## src/rtl/cgpb_pkg.sv

```systemverilog
package cgpb_pkg;

    // request actions
    localparam logic [1:0] ACT_TICK  = 2'd0;
    localparam logic [1:0] ACT_BYTE  = 2'd1;
    localparam logic [1:0] ACT_OVER  = 2'd2;
    localparam logic [1:0] ACT_UNDER = 2'd3;

    // configuration register indexes
    localparam logic [1:0] REG_POLL_TICKS    = 2'd0;
    localparam logic [1:0] REG_ABORT_LIMIT   = 2'd1;
    localparam logic [1:0] REG_CELL_COUNT    = 2'd2;
    localparam logic [1:0] REG_FIRST_CELL_ID = 2'd3;

    localparam logic [7:0] RST_POLL_TICKS    = 8'd38;
    localparam logic [7:0] RST_ABORT_LIMIT   = 8'd10;
    localparam logic [5:0] RST_CELL_COUNT    = 6'd18;
    localparam logic [7:0] RST_FIRST_CELL_ID = 8'd7;

    // result kinds
    localparam logic KIND_QUERY = 1'b0;
    localparam logic KIND_FRAME = 1'b1;

    // query header bytes
    localparam logic [7:0] QRY_HEAD0 = 8'h81;
    localparam logic [7:0] QRY_HEAD1 = 8'hAA;
    localparam logic [2:0] QRY_LEN   = 3'd4;

    // width of group count arithmetic (covers a group count of up to 256)
    localparam int GRP_CNT_W = 9;

    // voltage scaling: floor(raw * 255 / 1000), saturated at 255
    localparam logic [15:0] SAT_RAW   = 16'd1004;
    localparam logic [18:0] RECIP_1K  = 19'd268436;  // ceil(2^28 / 1000)
    localparam int          RECIP_SHR = 28;

    typedef enum logic [1:0] {
        FR_IDLE,
        FR_READ,
        FR_TAIL,
        FR_SEND
    } fr_state_t;

    typedef struct packed {
        logic [1:0] action;
        logic [7:0] rx_byte;
    } req_t;

    typedef struct packed {
        logic       kind;
        logic [7:0] tx_byte;
        logic [7:0] cell_id;
        logic [7:0] volt_a;
        logic [7:0] volt_b;
        logic [7:0] volt_c;
        logic [7:0] volt_d;
        logic       over_fault;
        logic       under_fault;
        logic       comms_fault;
        logic       last;
    } rsp_t;

endpackage

```

## src/rtl/cell_group_poll_bridge_core.sv

```systemverilog
// Polling bridge between a cell monitor and a status bus.
//
// Request channel (req_valid / req_stall / req_data): one event per request,
// a timer tick, a received serial byte, or an over/undervoltage fault.
// Result channel (rsp_valid / rsp_stall / rsp_data): query bytes to transmit
// (kind 0) and status frames (kind 1); last marks the final result of a
// request. Configuration: cfg_we / cfg_index / cfg_wdata, written while idle.
//
// Received bytes go into a reply store (one synchronous RAM, registered read).
// A tick that starts a poll produces four query bytes through the burst counter
// and the output register; they leave at one per cycle unless the receiver stalls,
// and the next request is taken once the fourth is in the output register.
// The final reply byte starts a frame: eight reads of the store through the
// single read port, one shared scaling unit for the voltage pairs, then the frame
// is offered. Other requests produce no result and do not hold the channel.
// A stalled receiver holds the output register; the generator waits on it.
// Reset: configuration to its defaults, a poll pending, counters and flags
// cleared. The reply store is not cleared; it is always filled first.
module cell_group_poll_bridge_core #(
    parameter int REPLY_LENGTH = 29,
    parameter int MAX_GROUPS   = 32
) (
    input  logic            clk,
    input  logic            rst_n,
    input  logic            req_valid,
    output logic            req_stall,
    input  cgpb_pkg::req_t  req_data,
    output logic            rsp_valid,
    input  logic            rsp_stall,
    output cgpb_pkg::rsp_t  rsp_data,
    input  logic            cfg_we,
    input  logic [1:0]      cfg_index,
    input  logic [7:0]      cfg_wdata
);

    import cgpb_pkg::*;

    localparam int AW = $clog2(REPLY_LENGTH);
    localparam int BW = $clog2(REPLY_LENGTH + 1);
    localparam int GW = (MAX_GROUPS > 1) ? $clog2(MAX_GROUPS) : 1;

    // configuration
    logic [7:0] poll_ticks_reg;
    logic [7:0] abort_limit_reg;
    logic [5:0] cell_count_reg;
    logic [7:0] first_id_reg;

    // poll and reply control
    logic [7:0]    tick_count_reg, tick_count_next;
    logic          poll_pending_reg, poll_pending_next;
    logic [7:0]    abort_count_reg, abort_count_next;
    logic [GW-1:0] group_idx_reg, group_idx_next;
    logic [BW-1:0] byte_idx_reg, byte_idx_next;
    logic          over_reg, over_next;
    logic          under_reg, under_next;
    logic          comms_reg, comms_next;

    // query burst generator
    logic [2:0] q_cnt_reg, q_cnt_next;
    logic [7:0] q_id_reg, q_id_next;

    // frame sequencer
    fr_state_t  st_reg, st_next;
    logic [2:0] rd_cnt_reg, rd_cnt_next;
    logic       rd_vld_reg, rd_vld_next;
    logic [2:0] rd_sel_reg;
    logic [7:0] lo_reg;
    logic [7:0] volt_reg [4];
    logic [7:0] frame_id_reg;
    logic       f_over_reg, f_under_reg, f_comms_reg;

    // output register
    logic rsp_valid_reg;
    rsp_t rsp_reg;

    logic          req_fire;
    logic          frame_start;
    logic          out_free;
    logic          load_query;
    logic          load_frame;
    logic [7:0]    cur_id;
    logic [3:0]    rd_pos;
    logic [7:0]    ram_rdata;
    logic          ram_we;
    logic [8:0]    tick_inc;
    logic [8:0]    abort_inc;
    logic [GRP_CNT_W-1:0] grp_cnt;
    logic [GRP_CNT_W-1:0] grp_inc;
    logic [GW-1:0] grp_adv;
    logic [BW-1:0] byte_inc;
    logic [15:0]   raw;
    logic [17:0]   raw_x255;
    logic [36:0]   quot_prod;
    logic [7:0]    volt_val;
    rsp_t          rsp_new;

    // hold new requests while a burst or a frame is being produced
    assign req_stall = (q_cnt_reg != 3'd0) || (st_reg != FR_IDLE);
    assign req_fire  = req_valid && !req_stall;

    assign out_free   = !rsp_valid_reg || !rsp_stall;
    assign load_query = out_free && (q_cnt_reg != 3'd0);
    assign load_frame = out_free && (st_reg == FR_SEND);

    assign cur_id = first_id_reg + 8'(group_idx_reg);

    // voltage pairs sit at 4*j+2 (low) and 4*j+3 (high)
    assign rd_pos = {rd_cnt_reg[2:1], 1'b1, rd_cnt_reg[0]};

    assign ram_we = req_fire && (req_data.action == ACT_BYTE);

    cgpb_ram #(
        .WIDTH (8),
        .DEPTH (REPLY_LENGTH)
    ) u_reply_ram (
        .clk   (clk),
        .we    (ram_we),
        .waddr (AW'(byte_idx_reg)),
        .wdata (req_data.rx_byte),
        .raddr (AW'(rd_pos)),
        .rdata (ram_rdata)
    );

    // configuration writes
    always_ff @(posedge clk or negedge rst_n)
    begin
        if (!rst_n)
        begin
            poll_ticks_reg  <= RST_POLL_TICKS;
            abort_limit_reg <= RST_ABORT_LIMIT;
            cell_count_reg  <= RST_CELL_COUNT;
            first_id_reg    <= RST_FIRST_CELL_ID;
        end
        else if (cfg_we)
        begin
            case (cfg_index)
                REG_POLL_TICKS:    poll_ticks_reg  <= cfg_wdata;
                REG_ABORT_LIMIT:   abort_limit_reg <= cfg_wdata;
                REG_CELL_COUNT:    cell_count_reg  <= cfg_wdata[5:0];
                REG_FIRST_CELL_ID: first_id_reg    <= cfg_wdata;
                default:           ;
            endcase
        end
    end

    // request decode: tick counting, polls, aborts, reply filling
    always_comb
    begin
        tick_count_next   = tick_count_reg;
        poll_pending_next = poll_pending_reg;
        abort_count_next  = abort_count_reg;
        group_idx_next    = group_idx_reg;
        byte_idx_next     = byte_idx_reg;
        over_next         = over_reg;
        under_next        = under_reg;
        comms_next        = comms_reg;
        q_id_next         = q_id_reg;
        frame_start       = 1'b0;

        tick_inc  = {1'b0, tick_count_reg} + 9'd1;
        abort_inc = {1'b0, abort_count_reg} + 9'd1;
        byte_inc  = byte_idx_reg + BW'(1);

        // clamp the group count into 1..MAX_GROUPS
        grp_cnt = GRP_CNT_W'(cell_count_reg);
        if (grp_cnt == '0)
        begin
            grp_cnt = GRP_CNT_W'(1);
        end
        if (grp_cnt > GRP_CNT_W'(MAX_GROUPS))
        begin
            grp_cnt = GRP_CNT_W'(MAX_GROUPS);
        end
        grp_inc = GRP_CNT_W'(group_idx_reg) + GRP_CNT_W'(1);
        grp_adv = (grp_inc >= grp_cnt) ? '0 : GW'(grp_inc);

        if (req_fire)
        begin
            case (req_data.action)
                ACT_OVER:
                begin
                    over_next = 1'b1;
                end
                ACT_UNDER:
                begin
                    under_next = 1'b1;
                end
                ACT_BYTE:
                begin
                    if (byte_inc >= BW'(REPLY_LENGTH))
                    begin
                        // reply complete: start a frame, drop the comms flag
                        byte_idx_next = '0;
                        comms_next    = 1'b0;
                        frame_start   = 1'b1;
                    end
                    else
                    begin
                        byte_idx_next = byte_inc;
                    end
                end
                default:
                begin
                    // timer tick
                    if (tick_inc > {1'b0, poll_ticks_reg})
                    begin
                        poll_pending_next = 1'b1;
                        tick_count_next   = '0;
                    end
                    else
                    begin
                        tick_count_next = tick_inc[7:0];
                    end
                    if (poll_pending_next)
                    begin
                        poll_pending_next = 1'b0;
                        if (byte_idx_reg != '0)
                        begin
                            // reply still arriving: abort this poll
                            if (abort_inc > {1'b0, abort_limit_reg})
                            begin
                                comms_next       = 1'b1;
                                abort_count_next = '0;
                                byte_idx_next    = '0;
                            end
                            else
                            begin
                                abort_count_next = abort_inc[7:0];
                            end
                        end
                        else
                        begin
                            abort_count_next = '0;
                            group_idx_next   = grp_adv;
                            q_id_next        = first_id_reg + 8'(grp_adv);
                        end
                    end
                end
            endcase
        end
    end

    // query burst counter
    always_comb
    begin
        q_cnt_next = q_cnt_reg;
        if (load_query)
        begin
            q_cnt_next = q_cnt_reg - 3'd1;
        end
        if (req_fire && (req_data.action == ACT_TICK) && (poll_pending_reg ||
            (tick_inc > {1'b0, poll_ticks_reg})) && (byte_idx_reg == '0))
        begin
            q_cnt_next = QRY_LEN;
        end
    end

    always_ff @(posedge clk or negedge rst_n)
    begin
        if (!rst_n)
        begin
            tick_count_reg   <= '0;
            poll_pending_reg <= 1'b1;
            abort_count_reg  <= '0;
            group_idx_reg    <= '0;
            byte_idx_reg     <= '0;
            over_reg         <= 1'b0;
            under_reg        <= 1'b0;
            comms_reg        <= 1'b0;
            q_cnt_reg        <= '0;
        end
        else
        begin
            tick_count_reg   <= tick_count_next;
            poll_pending_reg <= poll_pending_next;
            abort_count_reg  <= abort_count_next;
            group_idx_reg    <= group_idx_next;
            byte_idx_reg     <= byte_idx_next;
            over_reg         <= over_next;
            under_reg        <= under_next;
            comms_reg        <= comms_next;
            q_cnt_reg        <= q_cnt_next;
        end
    end

    always_ff @(posedge clk)
    begin
        q_id_reg <= q_id_next;
        if (frame_start)
        begin
            // snapshot what the frame reports
            frame_id_reg <= cur_id;
            f_over_reg   <= over_reg;
            f_under_reg  <= under_reg;
            f_comms_reg  <= comms_reg;
        end
    end

    // frame sequencer: read the four voltage pairs from the reply store
    always_ff @(posedge clk or negedge rst_n)
    begin
        if (!rst_n)
        begin
            st_reg     <= FR_IDLE;
            rd_cnt_reg <= '0;
            rd_vld_reg <= 1'b0;
        end
        else
        begin
            st_reg     <= st_next;
            rd_cnt_reg <= rd_cnt_next;
            rd_vld_reg <= rd_vld_next;
        end
    end

    always_comb
    begin
        st_next     = st_reg;
        rd_cnt_next = rd_cnt_reg;
        rd_vld_next = 1'b0;
        case (st_reg)
            FR_IDLE:
            begin
                if (frame_start)
                begin
                    st_next     = FR_READ;
                    rd_cnt_next = '0;
                end
            end
            FR_READ:
            begin
                rd_vld_next = 1'b1;
                rd_cnt_next = rd_cnt_reg + 3'd1;
                if (rd_cnt_reg == 3'd7)
                begin
                    st_next = FR_TAIL;
                end
            end
            FR_TAIL:
            begin
                // last high byte is being scaled
                st_next = FR_SEND;
            end
            FR_SEND:
            begin
                if (load_frame)
                begin
                    st_next = FR_IDLE;
                end
            end
            default:
            begin
                st_next = FR_IDLE;
            end
        endcase
    end

    // shared scaling unit: floor(raw * 255 / 1000), saturated at 255
    always_comb
    begin
        raw       = {ram_rdata, lo_reg};
        raw_x255  = {raw[9:0], 8'd0} - {8'd0, raw[9:0]};
        quot_prod = 37'(raw_x255) * 37'(RECIP_1K);
        if (raw >= SAT_RAW)
        begin
            volt_val = 8'hFF;
        end
        else
        begin
            volt_val = quot_prod[RECIP_SHR+7:RECIP_SHR];
        end
    end

    always_ff @(posedge clk)
    begin
        rd_sel_reg <= rd_cnt_reg;
        if (rd_vld_reg)
        begin
            if (!rd_sel_reg[0])
            begin
                lo_reg <= ram_rdata;
            end
            else
            begin
                volt_reg[rd_sel_reg[2:1]] <= volt_val;
            end
        end
    end

    // result mux into the output register
    always_comb
    begin
        rsp_new = '0;
        if (st_reg == FR_SEND)
        begin
            rsp_new.kind        = KIND_FRAME;
            rsp_new.cell_id     = frame_id_reg;
            rsp_new.volt_a      = volt_reg[0];
            rsp_new.volt_b      = volt_reg[1];
            rsp_new.volt_c      = volt_reg[2];
            rsp_new.volt_d      = volt_reg[3];
            rsp_new.over_fault  = f_over_reg;
            rsp_new.under_fault = f_under_reg;
            rsp_new.comms_fault = f_comms_reg;
            rsp_new.last        = 1'b1;
        end
        else
        begin
            rsp_new.kind = KIND_QUERY;
            case (q_cnt_reg)
                3'd4:    rsp_new.tx_byte = QRY_HEAD0;
                3'd3:    rsp_new.tx_byte = QRY_HEAD1;
                default: rsp_new.tx_byte = q_id_reg;
            endcase
            rsp_new.last = (q_cnt_reg == 3'd1);
        end
    end

    always_ff @(posedge clk or negedge rst_n)
    begin
        if (!rst_n)
        begin
            rsp_valid_reg <= 1'b0;
        end
        else if (out_free)
        begin
            rsp_valid_reg <= load_query || load_frame;
        end
    end

    always_ff @(posedge clk)
    begin
        if (load_query || load_frame)
        begin
            rsp_reg <= rsp_new;
        end
    end

    assign rsp_valid = rsp_valid_reg;
    assign rsp_data  = rsp_reg;

    // a query burst and a frame are never in flight together
    a_burst_frame_excl: assert property (@(posedge clk) disable iff (!rst_n)
        !((q_cnt_reg != 3'd0) && (st_reg != FR_IDLE)))
        else $error("query burst overlaps frame sequence");

    // the reply write pointer never reaches the store depth
    a_byte_idx_range: assert property (@(posedge clk) disable iff (!rst_n)
        byte_idx_reg < BW'(REPLY_LENGTH))
        else $error("reply byte index out of range");

    // a loaded frame closes its request
    a_frame_last: assert property (@(posedge clk) disable iff (!rst_n)
        load_frame |=> (rsp_valid && rsp_data.kind == KIND_FRAME && rsp_data.last))
        else $error("frame not presented as final result");

    // a burst opens with the first header byte
    a_burst_head: assert property (@(posedge clk) disable iff (!rst_n)
        (load_query && q_cnt_reg == QRY_LEN) |=> (rsp_data.tx_byte == QRY_HEAD0))
        else $error("query burst does not open with header");

endmodule

```

## src/rtl/cgpb_ram.sv

```systemverilog
module cgpb_ram #(
    parameter int WIDTH = 8,
    parameter int DEPTH = 29
) (
    input  logic                     clk,
    input  logic                     we,
    input  logic [$clog2(DEPTH)-1:0] waddr,
    input  logic [WIDTH-1:0]         wdata,
    input  logic [$clog2(DEPTH)-1:0] raddr,
    output logic [WIDTH-1:0]         rdata
);

    logic [WIDTH-1:0] mem [DEPTH];

    always_ff @(posedge clk)
    begin
        if (we)
        begin
            mem[waddr] <= wdata;
        end
        rdata <= mem[raddr];
    end

endmodule

```

## config.mk

```make
export PLATFORM = sky130hd
export DESIGN_NAME = cell_group_poll_bridge_core
export DESIGN_NICKNAME = d
export VERILOG_FILES = /design/src/rtl/cgpb_pkg.sv /design/src/rtl/cell_group_poll_bridge_core.sv /design/src/rtl/cgpb_ram.sv
export SDC_FILE = /design/constraint.sdc
export NUM_CORES = 1
export LEC_CHECK = 0
export BUFFER_PORTS_ARGS = -buffer_cell sky130_fd_sc_hd__buf_2
export CAP_MARGIN = 20
export CORE_MARGIN = 3
export CORE_UTILIZATION = 45
export DETAILED_ROUTE_END_ITERATION = 8
export PLACE_DENSITY_LB_ADDON = 0.15
export SETUP_SLACK_MARGIN = 0.1
export SLEW_MARGIN = 15
export SYNTH_ARGS = -nofsm -noshare
export SYNTH_HDL_FRONTEND = slang
export SYNTH_SLANG_ARGS = --single-unit
```

## constraint.sdc

```tcl
create_clock -name clk -period 16.8 [get_ports clk]
set_input_delay 0 -clock clk [delete_from_list [all_inputs] [get_ports clk]]
set_output_delay 0 -clock clk [all_outputs]
set_load 0.05 [all_outputs]
```

==> metrics.log <==
[metrics] TritonCTS clock tree: yes
[metrics] number of antenna-violating nets in the routed design: 0
[metrics] standard-cell row count: 67
[metrics] setup_tns: 0 ns
[metrics] routed length per placed instance: 16.85 µm
[metrics] CP Data Required Time: 17.05 ns
[metrics] clock edge transition at the registers on the reported setup and hold paths: 0.06 ns
[metrics] crit path launch type: flip-flop
[metrics] number of clock sinks seen by CTS: 257
[metrics] Final Critical Period: 7.048 ns
[metrics] first-iteration detailed-routing DRC count: 643
[metrics] maximum buffer depth of the clock tree: 3
[metrics] max FFs per register: 64
[metrics] master cell of the clock root buffer: clkbuf_16
[metrics] clock network latency to the later pin of the worst-skew pair: 0.55 ns
[metrics] Vias: 9727
[metrics] critical path type: reg2reg
[metrics] dominant synthesized flop cell: edfxtp_1
[metrics] vias in the first global route: 9886
[metrics] # nets final: 1681
[metrics] number of I/O port buffers: 79
[metrics] largest fanout on the critical path: 12
[metrics] aggregate global-route resource usage: 0.1812
[metrics] residual overflow from global routing: 0
[metrics] complex-gate fraction of the synthesized area: 0.07410
[metrics] unrepaired setup endpoints after global routing: false
[metrics] ratio of routed vias to standard cells: 5.144
[metrics] Yosys reg bits: 257
[metrics] detailed-router iteration count before antenna repair: 5
[metrics] endpoint class of the critical path: flip-flop
[metrics] HPWL Detailed: 23850 µm
[metrics] MaxCap Viol Count: 0
[metrics] wire length of the first global-routing pass: 52960 µm
[metrics] Worst R2R Path Depth: 19
[metrics] pins over their slew limit: 0
[metrics] HP Class: in2reg
[metrics] Routed Wire Length: 31860 µm
[metrics] initial standard-cell utilization of the core: 0.4571
[metrics] Chip Height: 190.8 µm
[metrics] width of the chip: 190.8 µm
[metrics] Diodes inserted: 0
[metrics] final RePlAce weighted congestion: 0.8360
[metrics] Mapped Cells: 1287
[metrics] relative area change from synthesis to final layout: 14.47%
[metrics] library cells used by synthesis: 77
[metrics] number of top-level design ports: 80
[metrics] cts repair resizes: 0
[metrics] relative slew slack: 0.3885
[metrics] start of the worst register-to-register path: lo_reg[0]
[metrics] hold violation count in the final report: 0
[metrics] Post-Synthesis Mean Instance Area: 11.94 µm²
[metrics] last element of the critical path: volt_reg[3][7]
[metrics] initial antenna violation count: 0
[metrics] worst path arrival time: 7.30 ns
[metrics] FF-to-FF End: volt_reg[3][7]
[metrics] worst setup slack for register-to-register paths: 9.75 ns
[metrics] highest clock rate: 141.9 MHz
[metrics] main combinational cell family by area after synthesis: adder cells
[metrics] final worst clock skew: 0.02619 ns
[metrics] share of flip-flops with an asynchronous set or reset after synthesis: 0.2724
[metrics] maximum number of pins on one net before global-route repair: 71
[metrics] total clock buffers created by CTS: 28
[metrics] total of warnings raised by yosys: 0
[metrics] CTS H-tree lvls: 1
[metrics] area of the core: 33620 µm²
[metrics] DIE AREA: 36400 µm²
[metrics] sequential fraction of the synthesis area: 0.4732
[metrics] Filler cells: 2923
[metrics] actual transition at the worst max-transition pin: 0.9173 ns
[metrics] share of layout cells above drive strength 1: 0.1490
[metrics] final setup vio count: 0
[metrics] number of flops mapped to enable cells by yosys: 176
[metrics] Synth Area in XOR/XNOR: 0.03338
[metrics] Remaining DRCs: 0
[metrics] post-synthesis instance area: 15370 µm²
[metrics] Post-Syn Nets: 1545
[metrics] fraction of the cycle the final worst path needs: 0.4195
[metrics] portion of netlist area occupied by mux cells: 0.05105
[metrics] post-synthesis simple-gate area fraction: 0.1063
[metrics] adder-cell share of the synthesized area: 0.2127
[metrics] result of the run: finished, final reports clean
[metrics] critical path launch point: lo_reg[0]
-- per-layer routing --
layer  GRT usage  share of wire  up-vias
met2      0.2978           0.47      150
met5           0              0        -
met4     0.02935          0.013        0
met3     0.02059          0.033       30
met1      0.2652           0.49     4750
li1            -              -     4797
-- synthesized netlist by cell type, types with 20 or more instances --
cell	n	share of area
fa_1	47	0.061
ha_1	186	0.15
xnor2_1	36	0.021
nand2_1	80	0.020
nor3_1	20	0.0065
nor2_1	51	0.012
edfxtp_1	176	0.34
dfrtp_1	59	0.096
o21ai_0	30	0.0098
a21oi_1	39	0.013
mux2_2	32	0.023
nand3_1	27	0.0088
inv_1	173	0.042
and2_1	58	0.024
o21ai_1	26	0.0085
-- per-stage QoR --
stage	setup WS, ns	utilization	hold slack (ns)	area, µm²	cells
detailed placement	9.787	0.4858	0.1933	16330	1803
finish	9.752	0.5232	0.04524	17590	1891
global placement	9.875	0.4858	0.1980	16330	1803
floorplan	10.53	-	-0.2956	15370	1287
CTS	9.742	0.5232	0.007893	17590	1891
global route	9.328	0.5232	0.06621	17590	1891
-- critical path, cell delays in order, from the launching register on --
cell	delay [ns]
edfxtp_1	0.58
ha_1	0.43
nor3b_1	0.43
a32oi_1	0.19
xnor2_1	0.71
ha_1	0.37
ha_1	0.31
ha_1	0.32
fa_1	0.51
fa_1	0.54
inv_1	0.05
fa_1	0.53
inv_1	0.04
ha_1	0.33
nand4_1	0.16
nor4_1	0.08
a32oi_1	0.28
nand4b_1	0.23
a2111oi_0	0.56
nor3b_2	0.13
-- area by class of cell --
cell class              count  area (µm²)  area share
inverters                 177       664.4     0.03777
flip-flops and latches    257        7271      0.4134
repair buffers            128       860.8     0.04894
multi-input cells         831        7353      0.4181
clock inverters            18       163.9    0.009319
well taps                 448       560.5     0.03187
clock buffers              32       715.7     0.04069
-- kinds of logic after synthesis --
kind of cell,Yosys count
and+or+nand+nor,313
DFF,257
buffers and inverters,199
adders and majority gates,233
xor gates and xnor gates,56
muxes,54
AOI/OAI and AO/OA,175
-- worst min path at each step --
stage	to	cells past startpoint	startpoint	slack, ns
after floorplan	abort_count_reg[0]	0	rst_n	-0.30
after detailed placement	byte_idx_reg[3]	1	rst_n	0.19
after CTS	poll_ticks_reg[0]	4	cfg_index[1]	0.008
after global routing	poll_ticks_reg[0]	4	cfg_index[1]	0.07
after global placement	byte_idx_reg[3]	1	rst_n	0.20
final	poll_ticks_reg[0]	4	cfg_index[1]	0.05
-- cells in the final DEF (no fill, tap or decap), types with 26 or more instances in the layout --
| cell | synthesis | routed |
|---|---|---|
| o21ai_0 | 30 | 30 |
| xnor2_1 | 36 | 36 |
| fa_1 | 47 | 47 |
| a21oi_1 | 39 | 38 |
| dfrtp_1 | 59 | 59 |
| dlygate4sd3_1 | 0 | 38 |
| clkbuf_16 | 0 | 28 |
| inv_1 | 173 | 173 |
| edfxtp_1 | 176 | 176 |
| nor2_1 | 51 | 51 |
| buf_2 | 3 | 78 |
| mux2_2 | 32 | 32 |
| nand2_1 | 80 | 80 |
| ha_1 | 186 | 186 |
| and2_1 | 58 | 58 |
| o21ai_1 | 26 | 26 |
| nand3_1 | 27 | 27 |
-- timing repair --
action | 4_1_cts | 5_1_grt
hold endpoints to repair | 166 | 0
setup buffers | 0 | 0
hold buffers | 38 | 0
Power is left out: the tool's default activity adds up to more than one toggle a clock period on the data nets, which glitch-free logic cannot reach.
